`src/rtl/tpat_pkg.sv`:
```
package tpat_pkg;

  localparam int PAGE_BYTES  = 256;
  localparam int NUM_PAGES   = 64;
  localparam int NUM_FRAMES  = 16;
  localparam int TLB_ENTRIES = 8;

  localparam int OFF_W = $clog2(PAGE_BYTES);
  localparam int PG_W  = $clog2(NUM_PAGES);
  localparam int FR_W  = $clog2(NUM_FRAMES);
  localparam int TI_W  = (TLB_ENTRIES > 1) ? $clog2(TLB_ENTRIES) : 1;

  localparam int VA_W  = 14;
  localparam int VPN_W = VA_W - OFF_W;
  localparam int PA_W  = 12;
  localparam int DA_W  = 21;
  localparam int DB_W  = 20;
  localparam int CI_W  = 2;

  // request kinds
  localparam logic [1:0] KIND_READ  = 2'd0;
  localparam logic [1:0] KIND_WRITE = 2'd1;
  localparam logic [1:0] KIND_FLUSH = 2'd2;
  localparam logic [1:0] KIND_RSVD  = 2'd3;

  // configuration register indexes
  localparam logic [CI_W-1:0] CFG_USE_TLB        = 2'd0;
  localparam logic [CI_W-1:0] CFG_REPLACE_POLICY = 2'd1;
  localparam logic [CI_W-1:0] CFG_DISK_BASE      = 2'd2;

  typedef struct packed {
    logic [1:0]      kind;
    logic [VA_W-1:0] vaddr;
  } tpat_req_t;

  typedef struct packed {
    logic [PA_W-1:0] paddr;
    logic            tlb_hit;
    logic            page_fault;
    logic [DA_W-1:0] fetch_disk_address;
    logic            writeback_valid;
    logic [3:0]      writeback_frame;
    logic [DA_W-1:0] writeback_disk_address;
    logic            addr_error;
    logic            last;
  } tpat_res_t;

  typedef struct packed {
    logic            use_tlb;
    logic            replace_policy;
    logic [DB_W-1:0] disk_base;
  } tpat_cfg_t;

  typedef struct packed {
    logic            valid;
    logic            referenced;
    logic            dirty;
    logic [PG_W-1:0] page;
    logic [FR_W-1:0] frame;
  } tlb_entry_t;

  typedef enum logic [2:0] {
    RES_ZERO,
    RES_ERR,
    RES_HIT,
    RES_WALK,
    RES_FL_MID,
    RES_FL_LAST
  } res_sel_e;

  typedef struct packed {
    logic     latch;
    logic     tlb_touch;
    logic     rd_page;
    logic     walk;
    logic     evict;
    logic     fill;
    logic     update;
    logic     tfill;
    logic     fl_merge;
    logic     fl_rd;
    logic     fl_chk;
    logic     out_load;
    res_sel_e res_sel;
  } tpat_cmd_t;

  typedef struct packed {
    logic is_flush;
    logic is_bad;
    logic addr_err;
    logic hit;
    logic pt_valid;
    logic out_free;
    logic merge_last;
    logic scan_last;
    logic scan_emit;
    logic pend;
  } tpat_sts_t;

  function automatic logic [DA_W-1:0] disk_addr(input logic [DB_W-1:0] base,
                                                input logic [PG_W-1:0] page);
    disk_addr = DA_W'(base) + DA_W'({page, {OFF_W{1'b0}}});
  endfunction

endpackage

```
`src/rtl/tlb_paged_address_translator_core.sv`:
```
// channel   direction  handshake                  payload
// in        input      in_valid_i / in_ready_o    in_req_i   (kind, vaddr)
// out       output     out_valid_o / out_ready_i  out_res_o  (translation or flush result)
// cfg       input      cfg_we_i                   cfg_index_i, cfg_data_i
//
// one request at a time; a tlb hit answers from decode, a resident miss steps through
// page table read, update and tlb refill, and a page fault adds evict and fill
// flush merges the tlb dirty bits, then does one page table read per page
// reset clears the tlb, restores identity mapping and lru/fifo order
// a full output register stalls the sequencer in its result steps
module tlb_paged_address_translator_core (
  input  logic                        clk_i,
  input  logic                        rst_ni,
  input  logic                        in_valid_i,
  output logic                        in_ready_o,
  input  tpat_pkg::tpat_req_t         in_req_i,
  output logic                        out_valid_o,
  input  logic                        out_ready_i,
  output tpat_pkg::tpat_res_t         out_res_o,
  input  logic                        cfg_we_i,
  input  logic [tpat_pkg::CI_W-1:0]   cfg_index_i,
  input  logic [tpat_pkg::DB_W-1:0]   cfg_data_i
);
  import tpat_pkg::*;

  tpat_cfg_t cfg_q;
  tpat_cmd_t cmd;
  tpat_sts_t sts;

  // configuration registers, writes to unused indexes are dropped
  always_ff @(posedge clk_i or negedge rst_ni) begin
    if (!rst_ni) begin
      cfg_q.use_tlb        <= 1'b1;
      cfg_q.replace_policy <= 1'b0;
      cfg_q.disk_base      <= '0;
    end else if (cfg_we_i) begin
      case (cfg_index_i)
        CFG_USE_TLB:        cfg_q.use_tlb        <= cfg_data_i[0];
        CFG_REPLACE_POLICY: cfg_q.replace_policy <= cfg_data_i[0];
        CFG_DISK_BASE:      cfg_q.disk_base      <= cfg_data_i;
        default: begin
        end
      endcase
    end
  end

  // sequencer: decode, walk, evict, fill, lru update, tlb refill, flush scan
  tpat_ctrl u_ctrl (
    .clk_i      (clk_i),
    .rst_ni     (rst_ni),
    .in_valid_i (in_valid_i),
    .in_ready_o (in_ready_o),
    .sts_i      (sts),
    .cmd_o      (cmd)
  );

  // tlb, page table memories, frame tables and the output register
  tpat_dp u_dp (
    .clk_i       (clk_i),
    .rst_ni      (rst_ni),
    .cfg_i       (cfg_q),
    .req_i       (in_req_i),
    .cmd_i       (cmd),
    .sts_o       (sts),
    .out_valid_o (out_valid_o),
    .out_ready_i (out_ready_i),
    .res_o       (out_res_o)
  );

endmodule

```
`src/rtl/tpat_ctrl.sv`:
```
module tpat_ctrl (
  input  logic                clk_i,
  input  logic                rst_ni,
  input  logic                in_valid_i,
  output logic                in_ready_o,
  input  tpat_pkg::tpat_sts_t sts_i,
  output tpat_pkg::tpat_cmd_t cmd_o
);
  import tpat_pkg::*;

  typedef enum logic [10:0] {
    ST_IDLE     = 11'b00000000001,
    ST_DECODE   = 11'b00000000010,
    ST_PT_RD    = 11'b00000000100,
    ST_VICT     = 11'b00000001000,
    ST_FILL     = 11'b00000010000,
    ST_UPDATE   = 11'b00000100000,
    ST_TFILL    = 11'b00001000000,
    ST_FL_MERGE = 11'b00010000000,
    ST_FL_RD    = 11'b00100000000,
    ST_FL_CHK   = 11'b01000000000,
    ST_FL_END   = 11'b10000000000
  } state_e;

  state_e state_q, state_d;

  assign in_ready_o = (state_q == ST_IDLE);

  always_comb begin
    state_d = state_q;
    cmd_o   = '0;
    cmd_o.res_sel = RES_ZERO;
    case (state_q)
      ST_IDLE: begin
        if (in_valid_i) begin
          cmd_o.latch = 1'b1;
          state_d = ST_DECODE;
        end
      end
      ST_DECODE: begin
        if (sts_i.is_flush) begin
          state_d = ST_FL_MERGE;
        end else if (sts_i.is_bad || sts_i.addr_err || sts_i.hit) begin
          if (sts_i.out_free) begin
            cmd_o.out_load = 1'b1;
            if (sts_i.is_bad) begin
              cmd_o.res_sel = RES_ZERO;
            end else if (sts_i.addr_err) begin
              cmd_o.res_sel = RES_ERR;
            end else begin
              cmd_o.res_sel   = RES_HIT;
              cmd_o.tlb_touch = 1'b1;
            end
            state_d = ST_IDLE;
          end
        end else begin
          cmd_o.rd_page = 1'b1;
          state_d = ST_PT_RD;
        end
      end
      ST_PT_RD: begin
        cmd_o.walk = 1'b1;
        state_d = sts_i.pt_valid ? ST_UPDATE : ST_VICT;
      end
      ST_VICT: begin
        cmd_o.evict = 1'b1;
        state_d = ST_FILL;
      end
      ST_FILL: begin
        cmd_o.fill = 1'b1;
        state_d = ST_UPDATE;
      end
      ST_UPDATE: begin
        cmd_o.update = 1'b1;
        state_d = ST_TFILL;
      end
      ST_TFILL: begin
        if (sts_i.out_free) begin
          cmd_o.tfill    = 1'b1;
          cmd_o.out_load = 1'b1;
          cmd_o.res_sel  = RES_WALK;
          state_d = ST_IDLE;
        end
      end
      ST_FL_MERGE: begin
        cmd_o.fl_merge = 1'b1;
        if (sts_i.merge_last) begin
          state_d = ST_FL_RD;
        end
      end
      ST_FL_RD: begin
        cmd_o.fl_rd = 1'b1;
        state_d = ST_FL_CHK;
      end
      ST_FL_CHK: begin
        // a found page pushes out the one held back, which needs the output free
        if (!(sts_i.scan_emit && sts_i.pend && !sts_i.out_free)) begin
          cmd_o.fl_chk   = 1'b1;
          cmd_o.out_load = sts_i.scan_emit && sts_i.pend;
          cmd_o.res_sel  = RES_FL_MID;
          state_d = sts_i.scan_last ? ST_FL_END : ST_FL_RD;
        end
      end
      ST_FL_END: begin
        if (sts_i.out_free) begin
          cmd_o.out_load = 1'b1;
          cmd_o.res_sel  = sts_i.pend ? RES_FL_LAST : RES_ZERO;
          state_d = ST_IDLE;
        end
      end
      default: begin
        state_d = ST_IDLE;
      end
    endcase
  end

  always_ff @(posedge clk_i or negedge rst_ni) begin
    if (!rst_ni) begin
      state_q <= ST_IDLE;
    end else begin
      state_q <= state_d;
    end
  end

endmodule

```
`src/rtl/tpat_dp.sv`:
```
module tpat_dp (
  input  logic                clk_i,
  input  logic                rst_ni,
  input  tpat_pkg::tpat_cfg_t cfg_i,
  input  tpat_pkg::tpat_req_t req_i,
  input  tpat_pkg::tpat_cmd_t cmd_i,
  output tpat_pkg::tpat_sts_t sts_o,
  output logic                out_valid_o,
  input  logic                out_ready_i,
  output tpat_pkg::tpat_res_t res_o
);
  import tpat_pkg::*;

  // latched request
  logic [1:0]       kind_q;
  logic [VA_W-1:0]  va_q;
  logic [VPN_W-1:0] vpn;
  logic [PG_W-1:0]  page;
  logic [OFF_W-1:0] off;
  logic             is_write;

  // translation state
  tlb_entry_t       tlb_q   [TLB_ENTRIES];
  logic [FR_W-1:0]  lru_q   [NUM_FRAMES];
  logic [FR_W-1:0]  lru_d   [NUM_FRAMES];
  logic [PG_W-1:0]  owner_q [NUM_FRAMES];
  logic [NUM_FRAMES-1:0] holds_q;
  logic [FR_W-1:0]  fifo_q;

  // page table memories, unwritten entries read as reset contents
  logic [FR_W:0]    info_mem  [NUM_PAGES];
  logic             dirty_mem [NUM_PAGES];
  logic [NUM_PAGES-1:0] info_wr_q, dirty_wr_q;
  logic [FR_W:0]    info_rd_q;
  logic             dirty_rd_q, info_rdw_q, dirty_rdw_q;
  logic [PG_W-1:0]  rd_addr_q;
  logic             rd_en;
  logic [PG_W-1:0]  rd_addr;
  logic             info_we, dirty_we, dirty_wd;
  logic [PG_W-1:0]  info_wa, dirty_wa;
  logic [FR_W:0]    info_wd;
  logic             rd_valid, rd_dirty;
  logic [FR_W-1:0]  rd_frame;

  // walk registers
  logic [FR_W-1:0]  frame_q, victim_q;
  logic [PG_W-1:0]  vp_q;
  logic             fault_q, vp_holds_q, drop_dirty_q, wb_valid_q;
  logic [DA_W-1:0]  wb_addr_q;

  // flush registers
  logic [TI_W-1:0]  merge_idx_q;
  logic [PG_W-1:0]  scan_idx_q;
  logic             pend_q;
  logic [FR_W-1:0]  pend_frame_q;
  logic [PG_W-1:0]  pend_page_q;

  tpat_res_t        res_q, res_c;
  logic             out_valid_q;

  // combinational helpers
  logic             hit_c;
  logic [TI_W-1:0]  hit_idx;
  logic [FR_W-1:0]  victim_c;
  logic [PG_W-1:0]  vp_c;
  logic [TLB_ENTRIES-1:0] vp_match;
  logic [TLB_ENTRIES-1:0] tlb_dirty;
  logic             any_inv;
  logic [TI_W-1:0]  inv_idx, sweep_idx, slot;
  logic [NUM_FRAMES-1:0] lru_match, lru_shift;
  logic             acc;

  assign vpn      = va_q[VA_W-1:OFF_W];
  assign page     = PG_W'(vpn);
  assign off      = va_q[OFF_W-1:0];
  assign is_write = (kind_q == KIND_WRITE);

  assign rd_valid = info_rdw_q ? info_rd_q[FR_W]
                               : (32'(rd_addr_q) < NUM_FRAMES);
  assign rd_frame = info_rdw_q ? info_rd_q[FR_W-1:0]
                               : ((32'(rd_addr_q) < NUM_FRAMES) ? FR_W'(rd_addr_q) : '0);
  assign rd_dirty = dirty_rdw_q && dirty_rd_q;

  assign victim_c = cfg_i.replace_policy ? fifo_q : lru_q[NUM_FRAMES-1];
  assign vp_c     = owner_q[victim_c];

  always_comb begin
    hit_c   = 1'b0;
    hit_idx = '0;
    any_inv = 1'b0;
    inv_idx = '0;
    sweep_idx = TI_W'(TLB_ENTRIES - 1);
    for (int i = TLB_ENTRIES - 1; i >= 0; i--) begin
      vp_match[i]  = tlb_q[i].valid && (tlb_q[i].page == vp_c);
      tlb_dirty[i] = tlb_q[i].dirty;
      if (tlb_q[i].valid && (tlb_q[i].page == page)) begin
        hit_c   = 1'b1;
        hit_idx = TI_W'(i);
      end
      if (!tlb_q[i].valid) begin
        any_inv = 1'b1;
        inv_idx = TI_W'(i);
      end
      if (!tlb_q[i].referenced && (i != TLB_ENTRIES - 1)) begin
        sweep_idx = TI_W'(i);
      end
    end
    slot = any_inv ? inv_idx : sweep_idx;
  end

  // move-to-front: every position at or below the match index takes its neighbor
  always_comb begin
    acc = 1'b0;
    for (int j = NUM_FRAMES - 1; j >= 0; j--) begin
      lru_match[j] = (lru_q[j] == frame_q);
      acc = acc | lru_match[j];
      lru_shift[j] = acc;
    end
    for (int j = 0; j < NUM_FRAMES; j++) begin
      if (!lru_shift[j]) begin
        lru_d[j] = lru_q[j];
      end else if (j == 0) begin
        lru_d[j] = frame_q;
      end else begin
        lru_d[j] = lru_q[j-1];
      end
    end
  end

  // memory port steering
  always_comb begin
    info_we  = 1'b0;
    info_wa  = vp_q;
    info_wd  = {1'b0, victim_q};
    dirty_we = 1'b0;
    dirty_wa = page;
    dirty_wd = 1'b1;
    if (cmd_i.evict && vp_holds_q) begin
      info_we = 1'b1;
    end
    if (cmd_i.fill) begin
      info_we  = 1'b1;
      info_wa  = page;
      info_wd  = {1'b1, victim_q};
      dirty_we = 1'b1;
      dirty_wd = is_write;
    end
    if (cmd_i.update && is_write) begin
      dirty_we = 1'b1;
    end
    if (cmd_i.tfill && cfg_i.use_tlb && !any_inv && tlb_q[slot].dirty) begin
      dirty_we = 1'b1;
      dirty_wa = tlb_q[slot].page;
    end
    if (cmd_i.fl_merge && tlb_q[merge_idx_q].valid && tlb_q[merge_idx_q].dirty) begin
      dirty_we = 1'b1;
      dirty_wa = tlb_q[merge_idx_q].page;
    end
    rd_en   = cmd_i.rd_page || cmd_i.fl_rd || (cmd_i.walk && !rd_valid);
    rd_addr = cmd_i.rd_page ? page : (cmd_i.walk ? vp_c : scan_idx_q);
  end

  always_ff @(posedge clk_i) begin
    if (info_we) begin
      info_mem[info_wa] <= info_wd;
    end
    if (dirty_we) begin
      dirty_mem[dirty_wa] <= dirty_wd;
    end
    if (rd_en) begin
      info_rd_q  <= info_mem[rd_addr];
      dirty_rd_q <= dirty_mem[rd_addr];
    end
  end

  always_ff @(posedge clk_i or negedge rst_ni) begin
    if (!rst_ni) begin
      info_wr_q   <= '0;
      dirty_wr_q  <= '0;
      info_rdw_q  <= 1'b0;
      dirty_rdw_q <= 1'b0;
      rd_addr_q   <= '0;
    end else begin
      if (info_we) begin
        info_wr_q[info_wa] <= 1'b1;
      end
      if (dirty_we) begin
        dirty_wr_q[dirty_wa] <= 1'b1;
      end
      if (rd_en) begin
        info_rdw_q  <= info_wr_q[rd_addr];
        dirty_rdw_q <= dirty_wr_q[rd_addr];
        rd_addr_q   <= rd_addr;
      end
    end
  end

  // result selection
  always_comb begin
    res_c = '0;
    res_c.last = 1'b1;
    case (cmd_i.res_sel)
      RES_ZERO: begin
      end
      RES_ERR: begin
        res_c.addr_error = 1'b1;
      end
      RES_HIT: begin
        res_c.paddr   = PA_W'({tlb_q[hit_idx].frame, off});
        res_c.tlb_hit = 1'b1;
      end
      RES_WALK: begin
        res_c.paddr            = PA_W'({frame_q, off});
        res_c.page_fault       = fault_q;
        res_c.fetch_disk_address = fault_q ? disk_addr(cfg_i.disk_base, page) : '0;
        res_c.writeback_valid  = wb_valid_q;
        res_c.writeback_frame  = wb_valid_q ? 4'(victim_q) : '0;
        res_c.writeback_disk_address = wb_valid_q ? wb_addr_q : '0;
      end
      RES_FL_MID, RES_FL_LAST: begin
        res_c.writeback_valid  = 1'b1;
        res_c.writeback_frame  = 4'(pend_frame_q);
        res_c.writeback_disk_address = disk_addr(cfg_i.disk_base, pend_page_q);
        res_c.last = (cmd_i.res_sel == RES_FL_LAST);
      end
      default: begin
      end
    endcase
  end

  always_ff @(posedge clk_i) begin
    if (cmd_i.latch) begin
      kind_q <= req_i.kind;
      va_q   <= req_i.vaddr;
    end
    if (cmd_i.walk) begin
      if (rd_valid) begin
        frame_q <= rd_frame;
      end else begin
        frame_q    <= victim_c;
        victim_q   <= victim_c;
        vp_q       <= vp_c;
        vp_holds_q <= holds_q[victim_c];
        drop_dirty_q <= |(vp_match & {TLB_ENTRIES{holds_q[victim_c]}} & tlb_dirty);
      end
    end
    if (cmd_i.evict) begin
      wb_addr_q <= disk_addr(cfg_i.disk_base, vp_q);
    end
    if (cmd_i.fl_chk && rd_valid && rd_dirty) begin
      pend_frame_q <= rd_frame;
      pend_page_q  <= rd_addr_q;
    end
    if (cmd_i.out_load) begin
      res_q <= res_c;
    end
  end

  always_ff @(posedge clk_i or negedge rst_ni) begin
    if (!rst_ni) begin
      for (int i = 0; i < TLB_ENTRIES; i++) begin
        tlb_q[i] <= '0;
      end
      for (int i = 0; i < NUM_FRAMES; i++) begin
        lru_q[i]   <= FR_W'(NUM_FRAMES - 1 - i);
        owner_q[i] <= PG_W'(i);
        holds_q[i] <= (i < NUM_PAGES);
      end
      fifo_q      <= FR_W'(NUM_FRAMES - 1);
      fault_q     <= 1'b0;
      wb_valid_q  <= 1'b0;
      merge_idx_q <= '0;
      scan_idx_q  <= '0;
      pend_q      <= 1'b0;
      out_valid_q <= 1'b0;
    end else begin
      if (cmd_i.latch) begin
        fault_q     <= 1'b0;
        wb_valid_q  <= 1'b0;
        merge_idx_q <= '0;
        scan_idx_q  <= '0;
        pend_q      <= 1'b0;
      end
      if (cmd_i.tlb_touch) begin
        tlb_q[hit_idx].referenced <= 1'b1;
        tlb_q[hit_idx].dirty      <= tlb_q[hit_idx].dirty | is_write;
      end
      if (cmd_i.walk && !rd_valid) begin
        fault_q <= 1'b1;
        if (cfg_i.replace_policy) begin
          fifo_q <= (victim_c == '0) ? FR_W'(NUM_FRAMES - 1) : victim_c - 1'b1;
        end
        if (holds_q[victim_c]) begin
          for (int i = 0; i < TLB_ENTRIES; i++) begin
            if (vp_match[i]) begin
              tlb_q[i].valid <= 1'b0;
            end
          end
        end
      end
      if (cmd_i.evict) begin
        wb_valid_q <= vp_holds_q && (rd_dirty || drop_dirty_q);
      end
      if (cmd_i.fill) begin
        owner_q[victim_q] <= page;
        holds_q[victim_q] <= 1'b1;
      end
      if (cmd_i.update && !cfg_i.replace_policy) begin
        lru_q <= lru_d;
      end
      if (cmd_i.tfill && cfg_i.use_tlb) begin
        if (!any_inv) begin
          for (int i = 0; i < TLB_ENTRIES; i++) begin
            if (TI_W'(i) < slot) begin
              tlb_q[i].referenced <= 1'b0;
            end
          end
        end
        tlb_q[slot] <= '{valid: 1'b1, referenced: 1'b1, dirty: 1'b0,
                         page: page, frame: frame_q};
      end
      if (cmd_i.fl_merge) begin
        merge_idx_q <= merge_idx_q + 1'b1;
      end
      if (cmd_i.fl_chk) begin
        scan_idx_q <= scan_idx_q + 1'b1;
        if (rd_valid && rd_dirty) begin
          pend_q <= 1'b1;
        end
      end
      if (cmd_i.out_load) begin
        out_valid_q <= 1'b1;
      end else if (out_ready_i) begin
        out_valid_q <= 1'b0;
      end
    end
  end

  assign out_valid_o = out_valid_q;
  assign res_o       = res_q;

  always_comb begin
    sts_o            = '0;
    sts_o.is_flush   = (kind_q == KIND_FLUSH);
    sts_o.is_bad     = (kind_q == KIND_RSVD);
    sts_o.addr_err   = (32'(vpn) >= NUM_PAGES);
    sts_o.hit        = cfg_i.use_tlb && hit_c;
    sts_o.pt_valid   = rd_valid;
    sts_o.out_free   = !out_valid_q || out_ready_i;
    sts_o.merge_last = (merge_idx_q == TI_W'(TLB_ENTRIES - 1));
    sts_o.scan_last  = (scan_idx_q == PG_W'(NUM_PAGES - 1));
    sts_o.scan_emit  = rd_valid && rd_dirty;
    sts_o.pend       = pend_q;
  end

`ifndef SYNTHESIS
  a_out_load_free: assert property (@(posedge clk_i) disable iff (!rst_ni)
    cmd_i.out_load |-> (!out_valid_q || out_ready_i))
    else $error("result loaded while output register still held");

  a_walk_only_on_miss: assert property (@(posedge clk_i) disable iff (!rst_ni)
    (cmd_i.walk && cfg_i.use_tlb) |-> !hit_c)
    else $error("page walk started although tlb holds the page");

  a_victim_dropped: assert property (@(posedge clk_i) disable iff (!rst_ni)
    (cmd_i.evict && vp_holds_q) |-> !(|(vp_match) && (vp_c == vp_q)))
    else $error("tlb still names the evicted page");
`endif

endmodule
```
`config.mk`:
```
export PLATFORM = sky130hd
export DESIGN_NAME = tlb_paged_address_translator_core
export DESIGN_NICKNAME = d
export VERILOG_FILES = /design/src/rtl/tpat_pkg.sv /design/src/rtl/tlb_paged_address_translator_core.sv /design/src/rtl/tpat_ctrl.sv /design/src/rtl/tpat_dp.sv
export SDC_FILE = /design/constraint.sdc
export NUM_CORES = 2
export LEC_CHECK = 0
export BUFFER_PORTS_ARGS = -buffer_cell sky130_fd_sc_hd__buf_2
export CAP_MARGIN = 20
export CORE_MARGIN = 8
export CORE_UTILIZATION = 25
export CTS_BUF_LIST = sky130_fd_sc_hd__clkbuf_16
export CTS_CLUSTER_SIZE = 40
export DETAILED_ROUTE_END_ITERATION = 6
export REMOVE_ABC_BUFFERS = 1
export SLEW_MARGIN = 20
export SYNTH_ARGS = -nofsm -noshare
export SYNTH_HDL_FRONTEND = slang
export SYNTH_HIERARCHICAL = 1
export SYNTH_SLANG_ARGS = --single-unit
```
`constraint.sdc`:
```
create_clock -name clk_i -period 14.9 [get_ports clk_i]
set_input_delay 0.745 -clock clk_i [delete_from_list [all_inputs] [get_ports clk_i]]
set_output_delay 0.745 -clock clk_i [all_outputs]
set_load 0.02 [all_outputs]
```
### Word-level counts from Yosys, hierarchy flattened

Memories as Yosys holds them, arrays and structs flattened. A register that Yosys moved wholly into a read port is not among the register bits.
Index checks and enable logic that the tools add are counted.

| storage, ports and cells | value |
|---|---|
| register bits after elaboration | 592 |
| latch bits | 0 |
| bits in writable memories | 384 |
| bits in read-only memories | 0 |
| input port bits | 43 |
| memories | 2 |

Memories:

| name | words | width | rd ports | clocked after memory_dff | wr ports | line | RTL |
|---|---|---|---|---|---|---|---|
| u_dp.info_mem | 64 | 5 | 1 | 1 | 1 | tpat_dp.sv:31 | `logic [FR_W:0] info_mem [NUM_PAGES];` |
| u_dp.dirty_mem | 64 | 1 | 1 | 1 | 1 | tpat_dp.sv:32 | `logic dirty_mem [NUM_PAGES];` |

| operators by class | value |
|---|---|
| add/subtract/negate cells | 6 |
| multipliers | 0 |
| divide/modulo/power cells | 0 |
| magnitude comparators | 25 |
| equal/unequal tests | 58 |
| shift-type cells | 0 |
| muxes and demuxes | 202 |
| bitwise gates (word level) | 27 |
| reductions and logical operators | 82 |

Operator list:

| operator | count |
|---|---|
| 104-bit bitwise mux | 3 |
| 104-bit 2-to-1 mux | 2 |
| 11-bit 2-to-1 mux | 12 |
| 64-bit OR | 2 |
| 13-bit binary-select mux with 3-bit select | 3 |
| 13-bit demux with 3-bit select | 3 |
| 11-bit case mux with 10 select lines | 1 |
| 1-bit 2-to-1 mux | 108 |
| 96-bit bitwise mux | 1 |
| 6-bit == test | 16 |
| 3-bit 2-to-1 mux | 26 |
| 6-bit 2-to-1 mux | 11 |
| 4-bit == test | 16 |
| 20-bit by 14-bit adder with 21-bit output | 3 |
| 26-bit case mux with 2 select lines | 1 |
| 4-bit 2-to-1 mux | 11 |
| 2-bit AND reduction | 22 |
| 1-bit logical AND | 39 |
| 13-bit 2-to-1 mux | 3 |
| 6-bit binary-select mux with 4-bit select | 1 |
| 6-bit demux with 4-bit select | 1 |
| 12-bit case mux with 2 select lines | 1 |
| 6-bit by 7-bit < comparator with 1-bit output (second input constant) | 3 |
| 21-bit 2-to-1 mux | 1 |
| other kinds (54) | 110 |

### Logic depth before layout (Yosys ltp)

| logic depth | value |
|---|---|
| word-level depth | 23 |
| mapped depth | 22 |
| depth with buffers taken out | 17 |

### Modules after synthesis

Netlist, hierarchy kept.

By module, submodules not included:

| module | instances | cells each | area an instance (µm²) | sequential area each (µm²) |
|---|---|---|---|---|
| tpat_dp | 1 | 3805 | 44351.3 | 26410.3 |
| tlb_paged_address_translator_core | 1 | 49 | 932.1 | 551.8 |
| tpat_ctrl | 1 | 109 | 923.4 | 276.5 |

### Worst setup path before layout

No wires, ideal clock.

| path | value |
|---|---|
| path kind | flip-flop to flip-flop |
| start point | register u_dp.va_q[8] |
| end point | register u_dp.res_q (netlist bit u_dp/res_o[0]) (enable) |
| setup time | 0.506 ns |
| arrival time | 5.302 ns |
| path slack | 9.093 ns |
| cell stages (with the launch flop) | 12 |
| period minus slack after synthesis | 5.807 ns |
| cells stage by stage | edfxtp_1 -> clkbuf_1 -> buf_1 -> xnor2_1 -> nand4_1 -> nor4_1 -> nor2_1 -> nand3_1 -> o31a_1 -> nor3_1 -> o21ba_1 -> a21oi_1 |

RTL lines:

| what | line | RTL |
|---|---|---|
| from (decl) | tpat_dp.sv:16 | `logic [VA_W-1:0] va_q;` |
| from (signal assigned) | tpat_dp.sv:234 | `va_q <= req_i.vaddr;` |
| to (signal assigned) | tpat_dp.sv:255 | `res_q <= res_c;` |
| to (decl) | tpat_dp.sv:58 | `tpat_res_t res_q, res_c;` |

### Final worst setup path

| path | value |
|---|---|
| start point | register cfg_q[20] in the netlist's numbering |
| end point | register u_dp.info_rd_q[3], read port of u_dp.info_mem, data pin |

| between the ends | value |
|---|---|
| cells in the longest elaborated chain, start to end | 7 |

Ends and longest elaborated chain:

| what | line | RTL |
|---|---|---|
| from (decl) | tlb_paged_address_translator_core.sv:26 | `tpat_cfg_t cfg_q;` |
| 4-bit 2-to-1 mux | tpat_dp.sv:84 | `assign victim_c = cfg_i.replace_policy ? fifo_q : lru_q[NUM_FRAMES-1];` |
| 4-bit NOT with 5-bit output (implied by the code) | tpat_dp.sv:85 | `assign vp_c = owner_q[victim_c];` |
| 6-bit binary-select mux with 4-bit select | tpat_dp.sv:85 |  |
| 6-bit 2-to-1 mux (implied by the code) (2 in a row) | tpat_dp.sv:85 |  |
| net u_dp.vp_c[0] | tpat_dp.sv:65 | `logic [PG_W-1:0] vp_c;` |
| 6-bit 2-to-1 mux (2 in a row) | tpat_dp.sv:160 | `rd_addr = cmd_i.rd_page ? page : (cmd_i.walk ? vp_c : scan_idx_q);` |
| to (decl) | tpat_dp.sv:34 | `logic [FR_W:0] info_rd_q;` |

The timed path passes the listed nets, and every way through them passes these cells. The select of a mux whose other input is x is not followed.
A chain may end at the register's enable or synchronous reset.

==> impl_metrics.yaml <==
routing:
  drtIter0Drc: 2812
  route.detailed.drc: 0
  via_per_inst: 4.82
  routed_wl_mm: 132
  vias: 31600
  dr.pass1.iters: 5
  drtAntennaViolNets: 0
  avgRoutedWirePerCell_um: 20.1
global_route:
  grt_pass1_wl_mm: 201
  grt_usage: 0.128
  grt_pass1_vias: 31700
  overflow: 0
  antenna_found_initial: 2
  grt_max_degree: 164
logic_synthesis:
  syn_area_um2: 46200
  avgSynthCellArea_um2: 11.7
  synth_edf_count: 516
  synth_top_flop_cell: "edfxtp_1"
  synth_top_area_frac: 0.335
  syn_inst: 3963
  synth_warnings: 6
  synth_area_leader_cell: "edfxtp_1"
  synth_seq_cells: 981
  synth_async_sr_flop_share: 0.474
  seq_area_frac_synth: 0.589
  synth_top_cells_by_area: "edfxtp_1 (34%), dfrtp_1 (21%), mux2_2 (6.4%)"
  synth_cell_types: 107
floorplanning:
  die_height_um: 446
  start_util: 0.252
  fp.dieW_um: 446
  pin_count: 108
  row_count: 157
  die_area_um2: 199000
  coreArea_um2: 183000
layout:
  multiInputGateArea_um2: 17800
  post-route-util: 0.288
  area_growth_pct: 14.4
  layout_common_cells: "nand2_1 (651), edfxtp_1 (516), dfrtp_1 (379), nand3_1 (275), mux2_2 (264)"
  fillers: 18700
  fin_area_um2: 52900
  instances_no_fill: 6564
  final_common_cell: "nand2_1"
  area.sequential_um2: 27200
  fin_nets: 4077
  drive_above_1_share: 0.213
pwr:
  pwr_density_cell_nw_per_um2: 127
  power_mw: 6.72
  vdd_drop_max_mv: 0.0936
  power_leakage_nw: 20.8
setup_path:
  endpoint_kind: "flip-flop"
  cp_max_fo: 82
  crit_required_ns: 15.44
  criticalPathCategory: "flip-flop to flip-flop"
  reg2reg_slack_ns: 8.12
  cp-start-kind: "flip-flop"
  slowest_delay_ns: 0.89
  cp_cell_sequence: "mux2i_2, inv_2, nor2_2, a32oi_1, a32oi_4, buf_4, inv_2, a21boi_4, buf_4, buf_4, nand2_1, nand3_1, nand3_1, a21oi_1, o22ai_1, nor3_1"
  worst_path_most_repeated_cell: "buf_4"
  worst_ep_arrival_time_ns: 7.32
  crit_slowest_cell: "buf_4"
placed_design:
  placed_cell_area_um2: 49400
  dpl_worst_slack_ns: 8.23
  port_buffers: 107
  placed_cells: 6368
  dp_hpwl_mm: 86.0
  finalWeightedCongestion: 0.892
timing:
  slew_headroom: 0.268
  post-route-period-util: 0.455
  hold_viol: 0
  slew_violations: 0
  period_minus_slack_ns: 6.78
  setup_viol: 0
  tightest_slew_ns: 1.09
  fin_tns_setup_ns: 0
  max_freq_mhz: 148
  fin_ws_ns: 8.12
  whs_ns: 0.175
  clock_skew_ns: 0.0515
  rsz0062_at_grt: "false"
clock_network:
  cts_tree: "done"
  clockBufferDepth: 3
  cts-root-buf: "clkbuf_16"
  htree_levels: 3
  cts_buffers: 103
  postCtsSetupBuffers: 0
  cts_resized: 0
  clk_latency_ns: 0.71
  clock-sinks: 981
  hold_buffers: 0
  path_clk_slew_ns: 0.06
job:
  maxCapViolCount: 0
worst_hold_path:
  hp-class: "primary input to async pin"
outcome:
  status: "finished, final reports clean"
power breakdown:
part           switching [mW]  internal [mW]  total (mW)
clock network            1.09           1.55        2.65
logic                   0.708          0.343        1.05
registers              0.0795           2.94        3.02
total                    1.88           4.83        6.72
final timing paths:
path                                                start                              to  depth (start not counted)
max in group asynchronous                          rst_ni            cfg_q[2]$_DFFE_PN0P_                          3
min                                                rst_ni    u_dp/owner_q[82]$_DFFE_PN0P_                          1
min reg2reg                u_dp/info_wr_q[59]$_DFFE_PN0N_  u_dp/info_wr_q[59]$_DFFE_PN0N_                          1
max reg2reg                         cfg_q[20]$_DFFE_PN0P_     u_dp/info_rd_q[3]$_DFFE_PP_                         16
max                                 cfg_q[20]$_DFFE_PN0P_     u_dp/info_rd_q[3]$_DFFE_PP_                         16
min in group clk_i                            in_req_i[7]          u_dp/va_q[7]$_DFFE_PP_                          1
registers in the layout, summed over array words and instances, names as in the netlist, 8 cells and up:
register and count:
cfg_q 22, u_ctrl/state_q 11, u_dp/dirty_mem 64, u_dp/dirty_wr_q 64, u_dp/holds_q 16, u_dp/info_mem 320
u_dp/info_wr_q 64, u_dp/lru_q 64, u_dp/owner_q 96, u_dp/res_o 63, u_dp/tlb_dirty 8, u_dp/tlb_q 95
u_dp/va_q 14, u_dp/wb_addr_q 21
cells in the mapped netlist, types with 33 or more instances:
cell and n:
nand2_1 651, nor2_1 238, dfstp_2 86, a21oi_1 84
o21ai_0 99, or2_1 63, buf_2 79, inv_1 45
nand2b_1 37, dfrtp_1 379, edfxtp_1 516, clkbuf_1 110
o22ai_1 42, or2_2 82, xor2_1 74, nor3_1 45
xnor2_1 110, mux2_2 264, and3_1 33, mux2i_1 102
nand3_1 275
critical path: cells and delay by family, from the launching register on:
family	cells	cell delay, ns
AOI/OAI and AO/OA	5	1.55
buffers and inverters	5	2.59
DFF	1	0.75
muxes	1	0.73
and+or+nand+nor	5	0.86
routing by layer:
metal	vias up	track usage	wire, µm
met1	15900	0.173	57200
li1	14300	-	-
met3	240	0.0232	8780
met4	0	0.0465	4650
met5	-	0	0
met2	1124	0.207	61600
area by class of cell:
class,instances,share of cell area
sequential,981,0.515
multi-input combinational,2697,0.336
tap,2464,0.0583
clock buffer,108,0.0511
timing repair buffer,176,0.0206
clock inverter,87,0.0153
inverter,50,0.00355
antenna,1,0.0000473
cell families after synthesis:
| group | count (synthesis) | share of synthesized area |
|---|---|---|
| flip-flops | 981 | 0.589 |
| AO/OA/AOI/OAI | 490 | 0.0759 |
| adder cells (fa/ha/maj) | 25 | 0.00726 |
| AND/OR/NAND/NOR | 1591 | 0.161 |
| XOR/XNOR | 184 | 0.0349 |
| other | 1 | 0.0000812 |
| multiplexers | 406 | 0.102 |
| buffers and inverters | 285 | 0.0288 |
No activity file was read; power rests on OpenSTA's default activity.
